$ cat config.mk
export PLATFORM = sky130hd
export DESIGN_NAME = vm_command_line_parser
export DESIGN_NICKNAME = d
export VERILOG_FILES = /design/src/hdl/vmclp_pkg.sv /design/src/hdl/vm_command_line_parser.sv
export SDC_FILE = /design/constraint.sdc
export NUM_CORES = 1
export LEC_CHECK = 0
export BUFFER_PORTS_ARGS = -buffer_cell sky130_fd_sc_hd__buf_4
export CAP_MARGIN = 40
export CORE_MARGIN = 5
export CORE_UTILIZATION = 55
export CTS_BUF_LIST = sky130_fd_sc_hd__clkbuf_16
export DETAILED_ROUTE_END_ITERATION = 7
export GPL_ROUTABILITY_DRIVEN = 0
export GPL_TIMING_DRIVEN = 1
export PLACE_DENSITY = 0.69
export SLEW_MARGIN = 10
export SYNTH_ARGS = -nofsm -noshare
export SYNTH_HDL_FRONTEND = slang
export SYNTH_SLANG_ARGS = --single-unit
$ cat constraint.sdc
create_clock -name clk -period 20.5 [get_ports clk]
set_input_delay 4.1 -clock clk [delete_from_list [all_inputs] [get_ports clk]]
set_output_delay 4.1 -clock clk [all_outputs]
set_load 0.03 [all_outputs]
$ cat src/hdl/vmclp_pkg.sv
`timescale 1ns / 1ps
// Types, constants and character/keyword helpers for the VM command line parser.
package vmclp_pkg;

  localparam int MAX_KEYWORD_CHARS = 8;
  localparam int ARG2_BITS         = 16;
  localparam int LINE_BITS         = 16;

  localparam int NUM_CMDS  = 17;
  localparam int CMD_W     = 5;
  localparam int KL_W      = $clog2(MAX_KEYWORD_CHARS + 2);
  localparam int KI_W      = $clog2(MAX_KEYWORD_CHARS);
  localparam int WORD_MAX  = 8;
  localparam int KW_CMP    = (MAX_KEYWORD_CHARS < WORD_MAX) ? MAX_KEYWORD_CHARS : WORD_MAX;
  localparam int FIFO_DEPTH = 4;
  localparam int PTR_W     = $clog2(FIFO_DEPTH);
  localparam int CNT_W     = $clog2(FIFO_DEPTH + 1);
  localparam int TDATA_W   = 56;

  localparam logic [7:0] CH_NUL = 8'h00;
  localparam logic [7:0] CH_TAB = 8'h09;
  localparam logic [7:0] CH_LF  = 8'h0A;
  localparam logic [7:0] CH_CR  = 8'h0D;
  localparam logic [7:0] CH_SP  = 8'h20;

  typedef enum logic [3:0] {
    PH_FIRST, PH_LSTART, PH_KEY, PH_A1SKIP, PH_A1,
    PH_A2SKIP, PH_A2, PH_LEND, PH_WANTLF, PH_DONE
  } phase_t;

  typedef enum logic [1:0] {
    KIND_CHAR, KIND_RECORD, KIND_ERROR, KIND_END
  } kind_t;

  typedef enum logic [1:0] {
    ERR_UNKNOWN, ERR_EMPTY_ARG, ERR_LINE_END
  } err_t;

  typedef enum logic [CMD_W-1:0] {
    CMD_ADD, CMD_SUB, CMD_NEG, CMD_EQ, CMD_GT, CMD_LT, CMD_AND, CMD_OR, CMD_NOT,
    CMD_PUSH, CMD_POP, CMD_LABEL, CMD_GOTO, CMD_IFGOTO, CMD_FUNCTION,
    CMD_RETURN, CMD_CALL
  } cmd_t;

  typedef logic [MAX_KEYWORD_CHARS-1:0][7:0] kw_t;

  typedef struct packed {
    logic             hit;
    logic [CMD_W-1:0] code;
  } lookup_t;

  typedef struct packed {
    kind_t            kind;
    logic [CMD_W-1:0] command;
    logic [7:0]       arg1_char;
    logic [7:0]       arg1_length;
    logic [15:0]      arg2_value;
    logic [15:0]      line_number;
    err_t             error_code;
  } res_t;

  // Keywords are spelled backwards so the first character lands in the low byte.
  function automatic logic [63:0] cmd_word(logic [CMD_W-1:0] k);
    case (k)
      CMD_ADD:      cmd_word = 64'("dda");
      CMD_SUB:      cmd_word = 64'("bus");
      CMD_NEG:      cmd_word = 64'("gen");
      CMD_EQ:       cmd_word = 64'("qe");
      CMD_GT:       cmd_word = 64'("tg");
      CMD_LT:       cmd_word = 64'("tl");
      CMD_AND:      cmd_word = 64'("dna");
      CMD_OR:       cmd_word = 64'("ro");
      CMD_NOT:      cmd_word = 64'("ton");
      CMD_PUSH:     cmd_word = 64'("hsup");
      CMD_POP:      cmd_word = 64'("pop");
      CMD_LABEL:    cmd_word = 64'("lebal");
      CMD_GOTO:     cmd_word = 64'("otog");
      CMD_IFGOTO:   cmd_word = 64'("otog-fi");
      CMD_FUNCTION: cmd_word = 64'("noitcnuf");
      CMD_RETURN:   cmd_word = 64'("nruter");
      CMD_CALL:     cmd_word = 64'("llac");
      default:      cmd_word = '0;
    endcase
  endfunction

  function automatic logic [3:0] cmd_len(logic [CMD_W-1:0] k);
    case (k)
      CMD_EQ, CMD_GT, CMD_LT, CMD_OR:                     cmd_len = 4'd2;
      CMD_ADD, CMD_SUB, CMD_NEG, CMD_AND, CMD_NOT, CMD_POP: cmd_len = 4'd3;
      CMD_PUSH, CMD_GOTO, CMD_CALL:                       cmd_len = 4'd4;
      CMD_LABEL:                                          cmd_len = 4'd5;
      CMD_RETURN:                                         cmd_len = 4'd6;
      CMD_IFGOTO:                                         cmd_len = 4'd7;
      CMD_FUNCTION:                                       cmd_len = 4'd8;
      default:                                            cmd_len = 4'd0;
    endcase
  endfunction

  function automatic logic [1:0] cmd_nargs(logic [CMD_W-1:0] k);
    case (k)
      CMD_PUSH, CMD_POP, CMD_FUNCTION, CMD_CALL: cmd_nargs = 2'd2;
      CMD_LABEL, CMD_GOTO, CMD_IFGOTO:          cmd_nargs = 2'd1;
      default:                                  cmd_nargs = 2'd0;
    endcase
  endfunction

  // Lowest command index wins; the words are distinct anyway.
  function automatic lookup_t cmd_lookup(kw_t kw, logic [KL_W-1:0] len);
    lookup_t     r;
    logic        same;
    logic [63:0] w;
    r = '0;
    for (int k = NUM_CMDS - 1; k >= 0; k--) begin
      w = cmd_word(CMD_W'(k));
      same = (int'(cmd_len(CMD_W'(k))) == int'(len)) &&
             (int'(len) <= MAX_KEYWORD_CHARS);
      for (int i = 0; i < KW_CMP; i++) begin
        if (i < int'(len) && kw[i] != w[8*i +: 8]) same = 1'b0;
      end
      if (same) begin
        r.hit  = 1'b1;
        r.code = CMD_W'(k);
      end
    end
    return r;
  endfunction

  function automatic logic [7:0] to_lower(logic [7:0] c);
    return (c >= "A" && c <= "Z") ? c + 8'd32 : c;
  endfunction

  function automatic logic is_blank(logic [7:0] c);
    return c == CH_SP || c == CH_TAB;
  endfunction

  function automatic logic is_key(logic [7:0] c);
    logic [7:0] l;
    l = to_lower(c);
    return (l >= "a" && l <= "z") || l == "-";
  endfunction

  function automatic logic is_a1(logic [7:0] c);
    logic [7:0] l;
    l = to_lower(c);
    return (l >= "a" && l <= "z") || l == "_" || l == ".";
  endfunction

  function automatic logic is_digit(logic [7:0] c);
    return c >= "0" && c <= "9";
  endfunction

  function automatic res_t make_res(kind_t kind, logic [CMD_W-1:0] cmd, logic [7:0] ch,
                                    logic [7:0] len, logic [15:0] a2,
                                    logic [15:0] ln, err_t err);
    res_t r;
    r.kind        = kind;
    r.command     = cmd;
    r.arg1_char   = ch;
    r.arg1_length = len;
    r.arg2_value  = a2;
    r.line_number = ln;
    r.error_code  = err;
    return r;
  endfunction

  function automatic res_t make_record(logic [CMD_W-1:0] cmd, logic [7:0] a1,
                                       logic [15:0] a2, logic [15:0] ln);
    logic [1:0] argc;
    argc = cmd_nargs(cmd);
    return make_res(KIND_RECORD, cmd, 8'd0, (argc != 2'd0) ? a1 : 8'd0,
                    (argc == 2'd2) ? a2 : 16'd0, ln, ERR_UNKNOWN);
  endfunction

endpackage

$ cat src/hdl/vm_command_line_parser.sv
`timescale 1ns / 1ps
// VM command line parser: byte-stream keyword/argument parser with a result queue.
//
// Input channel s_*: one text byte per word in s_tdata; a zero byte ends the text.
// Output channel m_*: result words; m_tuser is the kind (arg1 character, command
// record, error, end of text), m_tdata carries the record fields.
// Each accepted byte is parsed in the cycle it arrives and its results (zero,
// one or two words) are written into a 4-entry queue at that clock edge, so a
// result can reach m_tvalid no sooner than the cycle after its byte is accepted.
// Throughput is one byte per cycle while the sink keeps up. A byte that closes
// the last field of a command and is itself a NUL or an illegal character
// produces two words (record, then end or error).
// s_tready is high while at least two queue entries are free; when the sink
// stalls, the queue fills and s_tready drops until words are taken.
// Reset empties the queue, sets the line count to one and arms the first-line
// blank skip. After an error or the end of text every further byte is
// accepted and dropped until the next reset.
module vm_command_line_parser (
  input  logic        clk,
  input  logic        rst,
  input  logic        s_tvalid,
  output logic        s_tready,
  input  logic [7:0]  s_tdata,   // [7:0] text_byte
  output logic        m_tvalid,
  input  logic        m_tready,
  output logic [vmclp_pkg::TDATA_W-1:0] m_tdata,
  // [4:0] command, [12:5] arg1_char, [20:13] arg1_length, [36:21] arg2_value,
  // [52:37] line_number, [54:53] error_code, [55] zero
  output logic [1:0]  m_tuser    // [1:0] kind
);
  import vmclp_pkg::*;

  phase_t                 phase, phase_next;
  kw_t                    kw, kw_next;
  logic [KL_W-1:0]        kw_len, kw_len_next;
  logic [CMD_W-1:0]       cmd_code, cmd_code_next;
  logic [7:0]             arg1_cnt, arg1_cnt_next;
  logic [ARG2_BITS-1:0]   arg2_acc, arg2_acc_next;
  logic [LINE_BITS-1:0]   line_cnt, line_cnt_next;
  logic                   halted, halted_next;

  res_t                   res_next [2];
  logic [1:0]             n_res;
  logic [1:0]             n_push;
  logic                   in_fire, out_fire;

  res_t                   fifo [FIFO_DEPTH];
  logic [PTR_W-1:0]       wr_ptr, rd_ptr;
  logic [CNT_W-1:0]       cnt;

  logic [7:0]             c;
  lookup_t                hit;
  logic [ARG2_BITS+3:0]   a2_wide;

  assign in_fire  = s_tvalid && s_tready;
  assign out_fire = m_tvalid && m_tready;
  assign s_tready = cnt <= CNT_W'(FIFO_DEPTH - 2);
  assign n_push   = in_fire ? n_res : 2'd0;

  // Phases are visited in a fixed order within one byte, so each block below
  // sees the phase left by the blocks above it.
  always_comb begin
    phase_next    = phase;
    kw_next       = kw;
    kw_len_next   = kw_len;
    cmd_code_next = cmd_code;
    arg1_cnt_next = arg1_cnt;
    arg2_acc_next = arg2_acc;
    line_cnt_next = line_cnt;
    halted_next   = halted;
    res_next[0]   = '0;
    res_next[1]   = '0;
    n_res         = 2'd0;
    c             = s_tdata;
    hit           = '0;
    a2_wide       = '0;

    if (!halted) begin
      if (phase_next == PH_FIRST || phase_next == PH_LSTART) begin
        if (phase_next == PH_FIRST && is_blank(c)) begin
        end else if (c == CH_NUL) begin
          res_next[n_res[0]] = make_res(KIND_END, '0, 8'd0, 8'd0, 16'd0,
                                        16'(line_cnt_next), ERR_UNKNOWN);
          n_res = n_res + 2'd1;
          halted_next = 1'b1;
          phase_next = PH_DONE;
        end else if (c == CH_CR) begin
          phase_next = PH_WANTLF;
        end else if (c == CH_LF) begin
          if (line_cnt_next != '1) line_cnt_next = line_cnt_next + LINE_BITS'(1);
          phase_next = PH_LSTART;
        end else begin
          kw_len_next = '0;
          phase_next = PH_KEY;
        end
      end

      if (phase_next == PH_KEY) begin
        if (is_key(c)) begin
          if (kw_len_next < KL_W'(MAX_KEYWORD_CHARS))
            kw_next[kw_len_next[KI_W-1:0]] = to_lower(c);
          if (kw_len_next <= KL_W'(MAX_KEYWORD_CHARS))
            kw_len_next = kw_len_next + KL_W'(1);
        end else begin
          hit = cmd_lookup(kw_next, kw_len_next);
          if (!hit.hit) begin
            res_next[n_res[0]] = make_res(KIND_ERROR, '0, 8'd0, 8'd0, 16'd0,
                                          16'(line_cnt_next), ERR_UNKNOWN);
            n_res = n_res + 2'd1;
            halted_next = 1'b1;
            phase_next = PH_DONE;
          end else begin
            cmd_code_next = hit.code;
            arg1_cnt_next = 8'd0;
            arg2_acc_next = '0;
            if (cmd_nargs(hit.code) == 2'd0) begin
              res_next[n_res[0]] = make_record(cmd_code_next, arg1_cnt_next,
                                               16'(arg2_acc_next), 16'(line_cnt_next));
              n_res = n_res + 2'd1;
              phase_next = PH_LEND;
            end else begin
              phase_next = PH_A1SKIP;
            end
          end
        end
      end

      if (phase_next == PH_A1SKIP) begin
        if (is_blank(c)) begin
        end else if (!is_a1(c)) begin
          res_next[n_res[0]] = make_res(KIND_ERROR, '0, 8'd0, 8'd0, 16'd0,
                                        16'(line_cnt_next), ERR_EMPTY_ARG);
          n_res = n_res + 2'd1;
          halted_next = 1'b1;
          phase_next = PH_DONE;
        end else begin
          phase_next = PH_A1;
        end
      end

      if (phase_next == PH_A1) begin
        if (is_a1(c)) begin
          res_next[n_res[0]] = make_res(KIND_CHAR, cmd_code_next, c, 8'd0, 16'd0,
                                        16'(line_cnt_next), ERR_UNKNOWN);
          n_res = n_res + 2'd1;
          if (arg1_cnt_next != 8'hFF) arg1_cnt_next = arg1_cnt_next + 8'd1;
        end else if (cmd_nargs(cmd_code_next) == 2'd2) begin
          phase_next = PH_A2SKIP;
        end else begin
          res_next[n_res[0]] = make_record(cmd_code_next, arg1_cnt_next,
                                           16'(arg2_acc_next), 16'(line_cnt_next));
          n_res = n_res + 2'd1;
          phase_next = PH_LEND;
        end
      end

      if (phase_next == PH_A2SKIP) begin
        if (is_blank(c)) begin
        end else if (!is_digit(c)) begin
          res_next[n_res[0]] = make_res(KIND_ERROR, '0, 8'd0, 8'd0, 16'd0,
                                        16'(line_cnt_next), ERR_EMPTY_ARG);
          n_res = n_res + 2'd1;
          halted_next = 1'b1;
          phase_next = PH_DONE;
        end else begin
          phase_next = PH_A2;
        end
      end

      if (phase_next == PH_A2) begin
        if (is_digit(c)) begin
          // acc * 10 + digit, as two shifts and adds
          a2_wide = {arg2_acc_next, 3'b000} + {1'b0, arg2_acc_next, 1'b0} +
                    (ARG2_BITS+4)'(c - "0");
          arg2_acc_next = (a2_wide > {4'b0000, {ARG2_BITS{1'b1}}}) ?
                          {ARG2_BITS{1'b1}} : a2_wide[ARG2_BITS-1:0];
        end else begin
          res_next[n_res[0]] = make_record(cmd_code_next, arg1_cnt_next,
                                           16'(arg2_acc_next), 16'(line_cnt_next));
          n_res = n_res + 2'd1;
          phase_next = PH_LEND;
        end
      end

      if (phase_next == PH_LEND) begin
        if (is_blank(c)) begin
        end else if (c == CH_NUL) begin
          res_next[n_res[0]] = make_res(KIND_END, '0, 8'd0, 8'd0, 16'd0,
                                        16'(line_cnt_next), ERR_UNKNOWN);
          n_res = n_res + 2'd1;
          halted_next = 1'b1;
          phase_next = PH_DONE;
        end else if (c == CH_CR) begin
          phase_next = PH_WANTLF;
        end else if (c == CH_LF) begin
          if (line_cnt_next != '1) line_cnt_next = line_cnt_next + LINE_BITS'(1);
          phase_next = PH_LSTART;
        end else begin
          res_next[n_res[0]] = make_res(KIND_ERROR, '0, 8'd0, 8'd0, 16'd0,
                                        16'(line_cnt_next), ERR_LINE_END);
          n_res = n_res + 2'd1;
          halted_next = 1'b1;
          phase_next = PH_DONE;
        end
      end

      // only a CR seen on an earlier byte gets here
      if (phase == PH_WANTLF) begin
        if (c == CH_LF) begin
          if (line_cnt_next != '1) line_cnt_next = line_cnt_next + LINE_BITS'(1);
          phase_next = PH_LSTART;
        end else begin
          res_next[n_res[0]] = make_res(KIND_ERROR, '0, 8'd0, 8'd0, 16'd0,
                                        16'(line_cnt_next), ERR_LINE_END);
          n_res = n_res + 2'd1;
          halted_next = 1'b1;
          phase_next = PH_DONE;
        end
      end
    end
  end

  always_ff @(posedge clk) begin
    if (rst) begin
      phase    <= PH_FIRST;
      kw       <= '0;
      kw_len   <= '0;
      cmd_code <= '0;
      arg1_cnt <= '0;
      arg2_acc <= '0;
      line_cnt <= LINE_BITS'(1);
      halted   <= 1'b0;
    end else if (in_fire) begin
      phase    <= phase_next;
      kw       <= kw_next;
      kw_len   <= kw_len_next;
      cmd_code <= cmd_code_next;
      arg1_cnt <= arg1_cnt_next;
      arg2_acc <= arg2_acc_next;
      line_cnt <= line_cnt_next;
      halted   <= halted_next;
    end
  end

  // result queue
  always_ff @(posedge clk) begin
    if (n_push != 2'd0) fifo[wr_ptr] <= res_next[0];
    if (n_push == 2'd2) fifo[wr_ptr + PTR_W'(1)] <= res_next[1];
  end

  always_ff @(posedge clk) begin
    if (rst) begin
      wr_ptr <= '0;
      rd_ptr <= '0;
      cnt    <= '0;
    end else begin
      wr_ptr <= wr_ptr + PTR_W'(n_push);
      if (out_fire) rd_ptr <= rd_ptr + PTR_W'(1);
      cnt <= cnt + CNT_W'(n_push) - CNT_W'(out_fire);
    end
  end

  assign m_tvalid = cnt != '0;
  assign m_tuser  = fifo[rd_ptr].kind;
  assign m_tdata  = {1'b0, fifo[rd_ptr].error_code, fifo[rd_ptr].line_number,
                     fifo[rd_ptr].arg2_value, fifo[rd_ptr].arg1_length,
                     fifo[rd_ptr].arg1_char, fifo[rd_ptr].command};

  a_cnt_bound: assert property (@(posedge clk) disable iff (rst)
    cnt <= CNT_W'(FIFO_DEPTH))
    else $error("result queue overflow");

  a_halt_sticky: assert property (@(posedge clk) disable iff (rst)
    halted |=> halted)
    else $error("halt flag cleared without reset");

  a_done_halted: assert property (@(posedge clk) disable iff (rst)
    (phase == PH_DONE) == halted)
    else $error("done phase and halt flag disagree");

  a_quiet_halted: assert property (@(posedge clk) disable iff (rst)
    halted |-> n_res == 2'd0)
    else $error("word produced after halt");

  a_line_nonzero: assert property (@(posedge clk) disable iff (rst)
    line_cnt != '0)
    else $error("line count wrapped to zero");

endmodule
; ---- After elaboration in Yosys (flattened, before gate mapping)
; Memory sizes are Yosys's and may differ from the RTL's. A register that Yosys moved wholly into a read port is not among the register bits.
; Cells that the tools add are included.
[word_totals]
reg_bits = 125
mem_bits_rw = 228
in_bits = 12
output_inout_bits = 60
elab_cells = 937
n_memories = 1
[mem_list]
columns = name, words, width, read_ports, rd_clocked_by_memory_dff, write_ports, line_no
row1 = fifo, 4, 57, 1, 1, 2, vm_command_line_parser.sv:47  ; res_t fifo [FIFO_DEPTH];
[op_classes]
n_addsub = 21
magnitude_cmp = 35
eq_ne = 180
muxes = 499
n_bitwise = 8
reduce_logical = 175
[ops]
columns = op, count
row1 = 114-bit 2-to-1 mux, 29
row2 = 64-bit 2-to-1 mux, 51
row3 = 114-bit bitwise mux, 10
row4 = 8-bit != test, 136
row5 = 57-bit 2-to-1 mux, 11
row6 = 16-bit 2-to-1 mux, 26
row7 = 57-bit demux with 1-bit select, 7
row8 = 4-bit 2-to-1 mux, 59
row9 = 1-bit 2-to-1 mux, 216
row10 = 1-bit logical AND, 157
row11 = 6-bit 2-to-1 mux, 20
row12 = 2-bit 2-to-1 mux, 49
row13 = 8-bit 2-to-1 mux, 12
row14 = 64-bit bitwise mux, 1
row15 = 5-bit by 4-bit == test with 1-bit output (second input constant), 12
row16 = 16-bit by 1-bit adder with 16-bit output (second input constant), 3
row17 = 16-bit != test (second input constant), 3
row18 = 4-bit == test, 7
row19 = 8-bit demux with 3-bit select, 1
row20 = 8-bit by 4-bit == test with 1-bit output (second input constant), 3
row21 = 8-bit by 6-bit == test with 1-bit output (second input constant), 3
row22 = 19-bit by 17-bit adder with 20-bit output, 1
row23 = 20-bit adder, 1
row24 = 20-bit by 16-bit greater-than comparator with 1-bit output (second input constant), 1
row25 = 45 further kinds, 99

; ---- Logic depth before layout (Yosys ltp)
; Gate-level depths: netlist of run 1.
[depth]
ltp_word = 94
depth_mapped = 47
mapped_depth_nobuf = 38

; ---- Worst setup path after synthesis of run 1
; OpenSTA, ideal clock, no wires.
[synth_path]
path_kind = input port to flip-flop
from = in s_tdata[4]
to = mem fifo[0][0] (netlist bit) (enable)
setup_time_ns = 0.556
arrival_time_ns = 15.755
t_required_ns = 19.944
path_slack_ns = 4.189
path_stages = 39
n_path_buf = 7
path_cell_list = clkbuf_1 -> inv_1 -> clkbuf_1 -> ha_1 -> or3b_1 -> clkbuf_1 -> nor3_2 -> a211o_1 -> buf_2 -> nand2_1 -> inv_1 -> ha_1 -> clkbuf_1 -> nor4b_1 -> and3_1 -> nand4_1 -> nor4_1 -> a211o_1 -> (+3 left out) -> a21o_1 -> ha_1 -> a211o_1 -> ha_1 -> nor4_1 -> or2_2 -> buf_2 -> xor2_1 -> nand3_1 -> ha_1 -> nor2_1 -> nor2_1 -> nand3_1 -> nand4_1 -> a21oi_2 -> nor2_1 -> nor2_1 -> o31ai_1
[synth_lines]
columns = element, line_no
row1 = from (decl), vm_command_line_parser.sv:23  ; input logic [7:0] s_tdata,
row2 = to (decl), vm_command_line_parser.sv:47

==> results of run 1 <==
## worst paths after layout
kind,from,endpoint,slack [ps],cells past startpoint
worst max-delay path,s_tdata[4],fifo[0][27]$_DFFE_PP_,6280,33
worst min-delay path,kw[61]$_SDFFE_PP0P_,kw[61]$_SDFFE_PP0P_,450,2
worst max register to register,phase[2]$_SDFFE_PP0P_,fifo[0][27]$_DFFE_PP_,10050,30
worst min register to register,kw[61]$_SDFFE_PP0P_,kw[61]$_SDFFE_PP0P_,450,2
## metal layers
layer	track usage (%)	routed length, um	vias up
li1	-	-	8200
met1	38.2	25100	8391
met2	41.1	26500	773
met3	4.08	4720	133
met4	8.76	1770	0
met5	0	0	-
## cells in the mapped netlist (all sizes together), types with 14 or more instances
| library cell | instances |
|---|---|
| a211oi | 22 |
| a21oi | 124 |
| a31oi | 22 |
| and2 | 29 |
| and3 | 31 |
| buf | 45 |
| clkbuf | 79 |
| dfxtp | 127 |
| edfxtp | 228 |
| fa | 16 |
| ha | 47 |
| inv | 71 |
| mux2i | 86 |
| mux4 | 57 |
| nand2 | 186 |
| nand2b | 24 |
| nand3 | 94 |
| nand4 | 24 |
| nor2 | 324 |
| nor2b | 17 |
| nor3 | 48 |
| nor4 | 20 |
| o211ai | 26 |
| o21ai | 116 |
| o31ai | 14 |
| or4 | 24 |
| xnor2 | 36 |
| xor2 | 21 |
## flip-flops by register name, indices dropped and copies added, names as in the netlist, named ones only
name      count
fifo        228
arg2_acc     16
cmd_code      5
cnt           3
kw_len        4
line_cnt     16
kw           64
halted        1
rd_ptr        2
phase         4
wr_ptr        2
arg1_cnt      8
## worst reg2reg max path: cells and delay by family, from the launching register on
family	cells	cell delay (ps)
compound gates	12	3580
simple gates	11	3530
fa+ha+maj	4	1270
buf+inv	2	850
flops	1	490
xor+xnor	1	280
## kinds of logic after synthesis
logic type | share of synthesized area, %
adders and majority gates | 4.23
DFF | 43.7
xor gates and xnor gates | 2.36
and+or+nand+nor | 21.1
other | 0.0175
buffers and inverters | 3.76
muxes | 10.6
AOI/OAI and AO/OA | 14.2
## per-stage QoR
stage | utilization, % | hold slack, ps | setup WS [ps]
2_1_floorplan | - | 420 | 4190
3_3_place_gp | 57.9 | 428 | 6340
3_5_place_dp | 58.3 | 439 | 5950
4_1_cts | 61.5 | 448 | 6560
5_1_grt | 61.5 | 471 | 5800
6_report | 61.5 | 446 | 6280
## power by group through the flow
stage,clock network [mW],logic [mW],registers [mW]
floorplan,0,0.989,1.01
global placement,0,1.37,1.02
detailed placement,0,1.41,1.03
CTS,0.680,1.42,1.01
global route,0.711,1.53,1.02
finish,0.670,1.43,1.01
## cell type report
class / instances / area [um2]
Multi-Input combinational cell: 1644 / 11400
Fill cell: 3127 / 14900
Sequential cell: 355 / 9390
Tap cell: 518 / 648
Inverter: 74 / 278
Clock inverter: 31 / 220
Timing Repair Buffer: 105 / 863
Clock buffer: 40 / 1000
==> results.txt, run 1 <==
----------------------------------------------------
[Status]
  Run status ... finished, final reports clean

[Floorplanning]
  Die boundary height ... 208 um
  Placement row count ... 72
  I/O pin total ... 72
  Area enclosed by the die boundary ... 43100 um2
  Effective utilization at floorplan ... 55.6%
  Total core area ... 38600 um2
  Overall die width ... 208 um

[Routing]
  DR iter-0 viols ... 1937
  Vias per std cell ... 6.32
  DR WL/cell ... 21.0 um
  Post-detailed-route count of antenna-violating nets ... 0
  Length of the first detailed-routing pass in iterations ... 6
  Number of design rule violations left after detail routing ... 0
  Routed wire length ... 58100 um
  Vias post-DR ... 17500

[STA]
  Final number of setup-violating endpoints ... 0
  Final Hold Viols ... 0
  Post-layout min period ... 14220 ps
  Tightest Pin Transition ... 965 ps
  Accumulated negative setup slack ... 0 ps
  F_max ... 70.3 MHz
  Final cycle utilization of the critical path ... 69.4%
  Fin Clk Skew ... 21.7 ps
  Worst rel slew slack ... 34.8%
  Setup repair after global routing missed its margin ... no
  Final count of pins violating max slew ... 0

[Clock network]
  Hold Buf Count CTS ... 0
  Clock sink count ... 355
  Buffer count from post-CTS setup fixing ... 0
  Cell at the root of the clock tree ... clkbuf_16
  CTS tree ... built
  PostCTS Resize Cnt ... 0
  Buffer levels on the longest clock path ... 3
  Clock transition at the registers of the reported paths ... 60 ps
  H-tree depth ... 2
  CTS buffer count ... 39
  Clock latency on the worst-skew pair ... 580 ps

[Critical path]
  Crit path max fanout ... 57
  Slowest CP cell ... nand4_1
  Endpoint class of the critical path ... register
  Kind of critical path ... input port to register
  Data arrival time of the worst path ... 14420 ps
  Most numerous cell on the critical path ... ha_1
  Worst EP required ... 20700 ps
  Critical path launch point type ... input port
  Bufs and invs on worst path ... 4
  Crit-path max cell delay ... 740 ps
  Gate family responsible for the most delay along the worst path ... simple AND/OR/NAND/NOR gates

[Power]
  Part of the total power dissipated in the clock network ... 21.5%
  Net switching fraction of the power ... 41.9%
  Maximum ir drop on the vdd rail ... 0.0971 mV
  Power spent charging and discharging nets ... 1.30 mW
  Combinational share of power ... 46.0%
  LEAKAGE ... 9.07 nW
  Part of the total power dissipated in sequential elements ... 32.5%
  Internal power contribution ... 1.81 mW
  Power, Total ... 3.11 mW
  Power per standard cell area ... 131 nW/um2

[Job]
  Number of maximum-capacitance constraint violations ... 0

[Global routing]
  Gr ovfl total ... 0
  Vias in the first global route ... 16700
  Total routing resource utilization after global routing ... 26.4%
  Antenna violations before repair ... 0
  Global-route wire length before repair ... 92800 um
  Largest net degree at the start of global routing ... 69

[Yosys]
  Post-synthesis cell count ... 2193
  YS warnings ... 0
  Number of enable flip-flop cells after synthesis ... 228
  Top cell type by total area after synthesis ... edfxtp_1
  Share of async-settable or async-resettable flops after synthesis ... 0%
  Post-synth top area share ... 31.9%
  Sequential element share of the synthesized area ... 43.7%
  Synth Register Bits ... 355
  Dominant cells by area after synthesis ... edfxtp_1, dfxtp_1, mux4_2
  Count of distinct cell types in the synthesized netlist ... 102
  Most used flip-flop cell after synthesis ... edfxtp_1
  Netlist area before placement ... 21500 um2
  Mean area per synthesized cell ... 9.79 um2

[Worst hold path]
  Tightest Hold Check Type ... register to register

[Cells and area]
  Finished layout cell area ... 23800 um2
  Final layout net count ... 2294
  Post-synthesis to final-layout area growth ... 10.6%
  Commonest non-fill, non-tap cell in the layout ... nor2_1
  Final antenna diode count ... 0
  Highest-count cells in the layout ignoring fill and taps ... nor2_1, edfxtp_1, nand2_1
  Final std cells w/o fill ... 2767
  Fraction of final layout cells sized beyond drive strength 1 ... 12.9%

[Placed design]
  Placed cell count ... 2695
  Number of input and output port buffers inserted ... 70
  HPWL after detailed placement ... 40500 um
  Post-Place Cell Area ... 22500 um2

----------------------------------------------------
(Power assumes the default switching activity.)
==> inputs of run 2 (changes only) <==
--- a/config.mk
+++ b/config.mk
@@ -5,6 +5,7 @@
 export SDC_FILE = /design/constraint.sdc
 export NUM_CORES = 1
 export LEC_CHECK = 0
+export ABC_AREA = 1
 export BUFFER_PORTS_ARGS = -buffer_cell sky130_fd_sc_hd__buf_4
 export CAP_MARGIN = 40
 export CORE_MARGIN = 5
==> constraint.sdc (replaced) <==
create_clock -name clk -period 14.48 [get_ports clk]
set_input_delay 2.896 -clock clk [delete_from_list [all_inputs] [get_ports clk]]
set_output_delay 2.896 -clock clk [all_outputs]
set_load 0.03 [all_outputs]
==> results.txt, run 2 <==
----------------------------------------------------
[Cells and area]
  Fraction of final layout cells sized beyond drive strength 1 ... 8.71%
  Highest-count cells in the layout ignoring fill and taps ... nand2_1, inv_1, nor2_1
  Final layout net count ... 2971
  Commonest non-fill, non-tap cell in the layout ... nand2_1
  Number of flip-flops in the largest register ... 228
  Largest Register ... fifo
  Top flop regs ... fifo x228, kw x64
  Post-route core utilization ... 61.0%
  Finished layout cell area ... 24100 um2
  Post-synthesis to final-layout area growth ... 10.1%
  Final antenna diode count ... 0

[Yosys]
  Xor-xnor portion of the synthesized cell area ... 2.32%
  Number of enable flip-flop cells after synthesis ... 228
  Synth Register Bits ... 355
  YS warnings ... 0
  Fraction of synthesized area in multiplexers ... 0.0457%
  Post-synth top area share ... 31.3%
  Top cells by instance count after synthesis ... nand2_1, inv_1, nor2_1
  Most used flip-flop cell after synthesis ... edfxtp_1
  Sequential element share of the synthesized area ... 42.9%
  Count of distinct cell types in the synthesized netlist ... 63
  Fraction of the mapped netlist area in compound gates ... 16.7%
  Post-synthesis cell count ... 2884
  Netlist area before placement ... 21900 um2
  Top cell type by total area after synthesis ... edfxtp_1
  Main combinational cell family by area after synthesis ... simple AND/OR/NAND/NOR gates
  Share of async-settable or async-resettable flops after synthesis ... 0%
  Dominant cells by area after synthesis ... edfxtp_1, dfxtp_1, nand2_1
  Most frequently used cell type in the post-synthesis netlist ... nand2_1
  Post-synthesis simple-gate area fraction ... 24.4%
  Mean area per synthesized cell ... 7.59 um2
  Fraction of the mapped netlist area in adder cells ... 4.15%

[Routing]
  DR iter-0 viols ... 2296
  Top routing layer in use ... met4
  DR WL/cell ... 18.5 um
  Post-detailed-route count of antenna-violating nets ... 0
  Number of design rule violations left after detail routing ... 0
  Vias per std cell ... 5.82
  Length of the first detailed-routing pass in iterations ... 6
  Met3 routed WL ... 5610 um
  Routed wire length ... 63800 um
  Met2 routed WL ... 29400 um
  Detailed-routing wirelength on met1 ... 27000 um
  Vias post-DR ... 20100

[Critical path]
  Slowest CP cell ... fa_1
  Length in cells of the worst reg-to-reg path ... 46
  Data arrival time of the worst path ... 11850 ps
  Kind of critical path ... input port to register
  Worst EP required ... 14900 ps
  End of the worst register-to-register path ... arg2_acc[2]$_SDFFE_PP0P_
  FF-to-FF setup slack ... 6010 ps
  Crit path max fanout ... 29
  Launching element of the worst setup path ... s_tdata[4]
  Worst flop-to-flop path startpoint ... phase[2]$_SDFFE_PP0P_
  Most numerous cell on the critical path ... nand2_1
  Crit-path max cell delay ... 550 ps
  Critical path launch point type ... input port
  Endpoint class of the critical path ... register
  Worst Setup EP ... arg2_acc[2]$_SDFFE_PP0P_

[Status]
  Run status ... finished, final reports clean

[Global routing]
  Total routing resource utilization after global routing ... 28.3%
  Global-route wire length before repair ... 102000 um
  Largest net degree at the start of global routing ... 82
  Antenna violations before repair ... 0
  Gr ovfl total ... 0
  Vias in the first global route ... 18800

[STA]
  Setup repair after global routing missed its margin ... no
  Final count of pins violating max slew ... 0
  Final Hold Viols ... 0
  Final hold slack ... 456 ps
  Final number of setup-violating endpoints ... 0
  F_max ... 87.5 MHz
  Worst rel slew slack ... 37.4%
  Post-layout min period ... 11430 ps
  Accumulated negative setup slack ... 0 ps
  Fin Clk Skew ... 33.3 ps
  Tightest Pin Transition ... 936 ps
  Final cycle utilization of the critical path ... 78.9%

[Placed design]
  Number of input and output port buffers inserted ... 70
  HPWL after detailed placement ... 44900 um
  Post-Place Cell Area ... 22900 um2

[Clock network]
  Clock transition at the registers of the reported paths ... 60 ps
  Hold Buf Count CTS ... 0
  Buffer levels on the longest clock path ... 3
  H-tree depth ... 2
  Clock sink count ... 355
  CTS tree ... built
  Buffer count from post-CTS setup fixing ... 0
  Clock latency on the worst-skew pair ... 580 ps
  PostCTS Resize Cnt ... 0
  Cell at the root of the clock tree ... clkbuf_16
  CTS buffer count ... 39

[Floorplanning]
  Die boundary height ... 210 um
  Total core area ... 39500 um2
  Area enclosed by the die boundary ... 43900 um2
  Placement row count ... 73
  Effective utilization at floorplan ... 55.4%
  Overall die width ... 210 um
  I/O pin total ... 72

[Power]
  Power spent charging and discharging nets ... 1.66 mW
  Part of the total power dissipated in the clock network ... 23.8%
  Net switching fraction of the power ... 41.5%
  Power, Total ... 4.01 mW
  LEAKAGE ... 10.3 nW
  Part of the total power dissipated in sequential elements ... 35.3%
  Internal power contribution ... 2.35 mW
  Maximum ir drop on the vdd rail ... 0.0851 mV
  Combinational share of power ... 41.0%
  Power per standard cell area ... 166 nW/um2

[Job]
  Number of maximum-capacitance constraint violations ... 0

[Worst hold path]
  Tightest Hold Check Type ... register to register

----------------------------------------------------
-- run 2: cell types whose count changed in the layout (fill, tap and decap cells not counted), moves of 56 or more --
cell,previous run,this run
o21ai_0,98,260
mux2i_1,85,1
inv_1,73,374
nand2_1,185,503
o21ai_1,17,94
o22ai_1,4,60
mux4_2,57,0
-- run 2: stage by stage --
| stage | setup slack [ps] | std cells |
|---|---|---|
| after floorplan | 4190 | 2888 |
| after global placement | 2770 | 3371 |
| after detailed placement | 2670 | 3380 |
| after CTS | 3240 | 3451 |
| after global routing | 2200 | 3451 |
| final | 3050 | 3451 |
-- run 2: worst min-delay path by stage --
stage,start,to,cells after the start
6_report,rd_ptr[1]$_SDFFE_PP0P_,register,2
5_1_grt,kw[63]$_SDFFE_PP0P_,kw[63]$_SDFFE_PP0P_,2
4_1_cts,kw[63]$_SDFFE_PP0P_,kw[63]$_SDFFE_PP0P_,2
3_5_place_dp,kw[63]$_SDFFE_PP0P_,kw[63]$_SDFFE_PP0P_,2
3_3_place_gp,rd_ptr[1]$_SDFFE_PP0P_,register,2
2_1_floorplan,kw[23]$_SDFFE_PP0P_,kw[23]$_SDFFE_PP0P_,2
-- run 2: power groups by stage --
| stage | sequential [mW] | combinational (mW) | clock [mW] |
|---|---|---|---|
| finish | 1.41 | 1.64 | 0.952 |
| global route | 1.43 | 1.79 | 1.01 |
| CTS | 1.41 | 1.63 | 0.963 |
| detailed placement | 1.43 | 1.62 | 0 |
| global placement | 1.43 | 1.58 | 0 |
| floorplan | 1.41 | 1.11 | 0 |
-- run 2: final cells by class --
| type | count | area [um2] |
|---|---|---|
| repair buffers | 105 | 895 |
| fillers | 3485 | 15400 |
| clock inverters | 32 | 249 |
| inverters | 394 | 1480 |
| well taps | 525 | 657 |
| clock buffers | 39 | 976 |
| multi-input cells | 2001 | 10500 |
| flip-flops and latches | 355 | 9390 |
-- run 2: logic make-up (layout without fill, tap and decap cells) --
family / Yosys count / count (layout)
compound gates: 660 / 660
other cells: 1 / 5
xor+xnor: 58 / 58
simple gates: 1214 / 1214
flops: 355 / 355
buf+inv: 532 / 570
fa+ha+maj: 63 / 63
mux: 1 / 1
-- run 2: layer usage --
| layer | vias up | global-route usage (%) |
|---|---|---|
| met4 | 0 | 8.64 |
| met3 | 124 | 3.96 |
| met1 | 9343 | 39.9 |
| met5 | - | 0 |
| li1 | 9711 | - |
| met2 | 921 | 45.8 |
-- run 2: critical path: cells and delay by family --
family,cells,cell delay (ps)
AOI/OAI and AO/OA,16,2760
xor gates and xnor gates,1,120
and+or+nand+nor,23,3900
adders and majority gates,4,1410
buffers and inverters,6,760
==> inputs of run 3 (changes only) <==
--- a/config.mk
+++ b/config.mk
@@ -14,7 +14,7 @@
 export DETAILED_ROUTE_END_ITERATION = 7
 export GPL_ROUTABILITY_DRIVEN = 0
 export GPL_TIMING_DRIVEN = 1
-export PLACE_DENSITY = 0.69
+export PLACE_DENSITY = 0.72
 export SLEW_MARGIN = 10
 export SYNTH_ARGS = -nofsm -noshare
 export SYNTH_HDL_FRONTEND = slang
==> constraint.sdc (replaced) <==
create_clock -name clk -period 10.4 [get_ports clk]
set_input_delay 2.08 -clock clk [delete_from_list [all_inputs] [get_ports clk]]
set_output_delay 2.08 -clock clk [all_outputs]
set_load 0.03 [all_outputs]
==> results.txt, run 3 (synthesized netlist as in run 2, its figures left out) <==
----------------------------------------------------
[Floorplanning]
  Effective utilization at floorplan ... 55.4%
  Placement row count ... 73
  I/O pin total ... 72
  Die boundary height ... 210 um
  Area enclosed by the die boundary ... 43900 um2
  Total core area ... 39500 um2
  Overall die width ... 210 um

[Critical path]
  Critical path launch point type ... input port
  Crit path max fanout ... 17
  Slowest CP cell ... fa_1
  Crit-path max cell delay ... 520 ps
  Worst EP required ... 10810 ps
  Data arrival time of the worst path ... 9830 ps
  Most numerous cell on the critical path ... nand2_1
  Kind of critical path ... input port to register
  Endpoint class of the critical path ... register

[Routing]
  DR WL/cell ... 18.1 um
  Number of design rule violations left after detail routing ... 0
  Vias post-DR ... 20200
  Vias per std cell ... 5.86
  Routed wire length ... 62600 um
  DR iter-0 viols ... 2033
  Post-detailed-route count of antenna-violating nets ... 0
  Length of the first detailed-routing pass in iterations ... 7

[Clock network]
  CTS tree ... built
  H-tree depth ... 2
  Clock transition at the registers of the reported paths ... 50 ps
  Cell at the root of the clock tree ... clkbuf_16
  Buffer levels on the longest clock path ... 3
  Clock sink count ... 355
  Hold Buf Count CTS ... 0
  Clock latency on the worst-skew pair ... 560 ps
  CTS buffer count ... 39

[Cells and area]
  Commonest non-fill, non-tap cell in the layout ... nand2_1
  Post-route core utilization ... 61.0%
  Number of flip-flops in the largest register ... 228
  Number of fill cells in the layout ... 3476
  Post-synthesis to final-layout area growth ... 10.2%
  Highest-count cells in the layout ignoring fill and taps ... nand2_1, inv_1, nor2_1
  Fraction of final layout cells sized beyond drive strength 1 ... 8.88%
  Final antenna diode count ... 0
  Area of combinational cells with multiple inputs ... 10500 um2
  Largest Register ... fifo
  Sequential standard cell area ... 9390 um2
  Top flop regs ... fifo x228, kw x64
  Final layout net count ... 2974

[Power]
  LEAKAGE ... 10.3 nW
  Maximum ir drop on the vdd rail ... 0.139 mV
  Power, Total ... 5.57 mW
  Power per standard cell area ... 231 nW/um2

[STA]
  Final cycle utilization of the critical path ... 90.6%
  Post-layout min period ... 9420 ps
  Tightest Pin Transition ... 891 ps
  Worst rel slew slack ... 40.6%
  Accumulated negative setup slack ... 0 ps
  Fin Clk Skew ... 16.7 ps
  F_max ... 106 MHz
  Final count of pins violating max slew ... 0
  Final Hold Viols ... 0
  Final number of setup-violating endpoints ... 0
  Setup repair after global routing missed its margin ... no

[Global routing]
  Total routing resource utilization after global routing ... 27.7%
  Largest net degree at the start of global routing ... 89
  Gr ovfl total ... 0
  Global-route wire length before repair ... 99300 um
  Antenna violations before repair ... 0
  Vias in the first global route ... 18900

[Job]
  Number of maximum-capacitance constraint violations ... 0

[Status]
  Run status ... finished, final reports clean

[Placed design]
  HPWL after detailed placement ... 42300 um
  Number of input and output port buffers inserted ... 70

[Worst hold path]
  Tightest Hold Check Type ... register to register

----------------------------------------------------
## run 3: cell count changes in the layout (fill, tap and decap cells not counted), moves of 2 or more
cell,before,now
clkinv_1,17,11
buf_4,97,101
buf_12,5,7
buf_16,2,0
bufinv_16,2,4
clkinv_8,0,2
inv_16,2,0
## run 3: critical path: cells and delay by family
family | cells | cell delay, ps
simple gates | 22 | 2850
fa+ha+maj | 4 | 1350
xor+xnor | 1 | 120
compound gates | 17 | 2480
buf+inv | 7 | 920
## run 3: cell type report
cell class | count | share of cell area, %
timing repair buffer | 108 | 3.72
clock buffer | 39 | 4.04
inverter | 394 | 6.13
multi-input combinational | 2001 | 43.4
tap | 525 | 2.72
clock inverter | 30 | 1.11
sequential | 355 | 38.9
## run 3: final timing paths
path,from,slack (ps),cells after the start,endpoint
max,s_tdata[4],980,51,arg2_acc[4]$_SDFFE_PP0P_
min,kw[23]$_SDFFE_PP0P_,460,2,kw[23]$_SDFFE_PP0P_
max reg2reg,phase[2]$_SDFFE_PP0P_,2810,47,arg2_acc[4]$_SDFFE_PP0P_
min reg2reg,kw[23]$_SDFFE_PP0P_,460,2,kw[23]$_SDFFE_PP0P_
## run 3: routing by layer
layer,vias to the layer above,share of wire (%),track usage [%]
met5,-,0,0
met4,0,2.9,8.46
met3,142,9.5,4.66
met2,962,47,46.2
met1,9418,41,37.2
li1,9719,-,-
## run 3: stage by stage
stage,hold WS [ps],setup WS (ps),cell area [um2],instances
5_1_grt,480,68.5,24100,3452
3_3_place_gp,444,596,22900,3382
2_1_floorplan,432,925,21900,2888
3_5_place_dp,447,167,22900,3383
6_report,457,979,24100,3452
4_1_cts,457,680,24100,3452
## run 3: what timing repair did
action / 4_1_cts / 5_1_grt
setup buffers: 0 / 0
endpoints found under the setup margin: 0 / 16
resized for setup: 0 / 3
## run 3: where the power goes
| group | internal (mW) | leakage (nW) | switching [mW] |
|---|---|---|---|
| Clock | 0.785 | 0.624 | 0.576 |
| Combinational | 0.658 | 6.55 | 1.58 |
| Sequential | 1.85 | 3.16 | 0.115 |
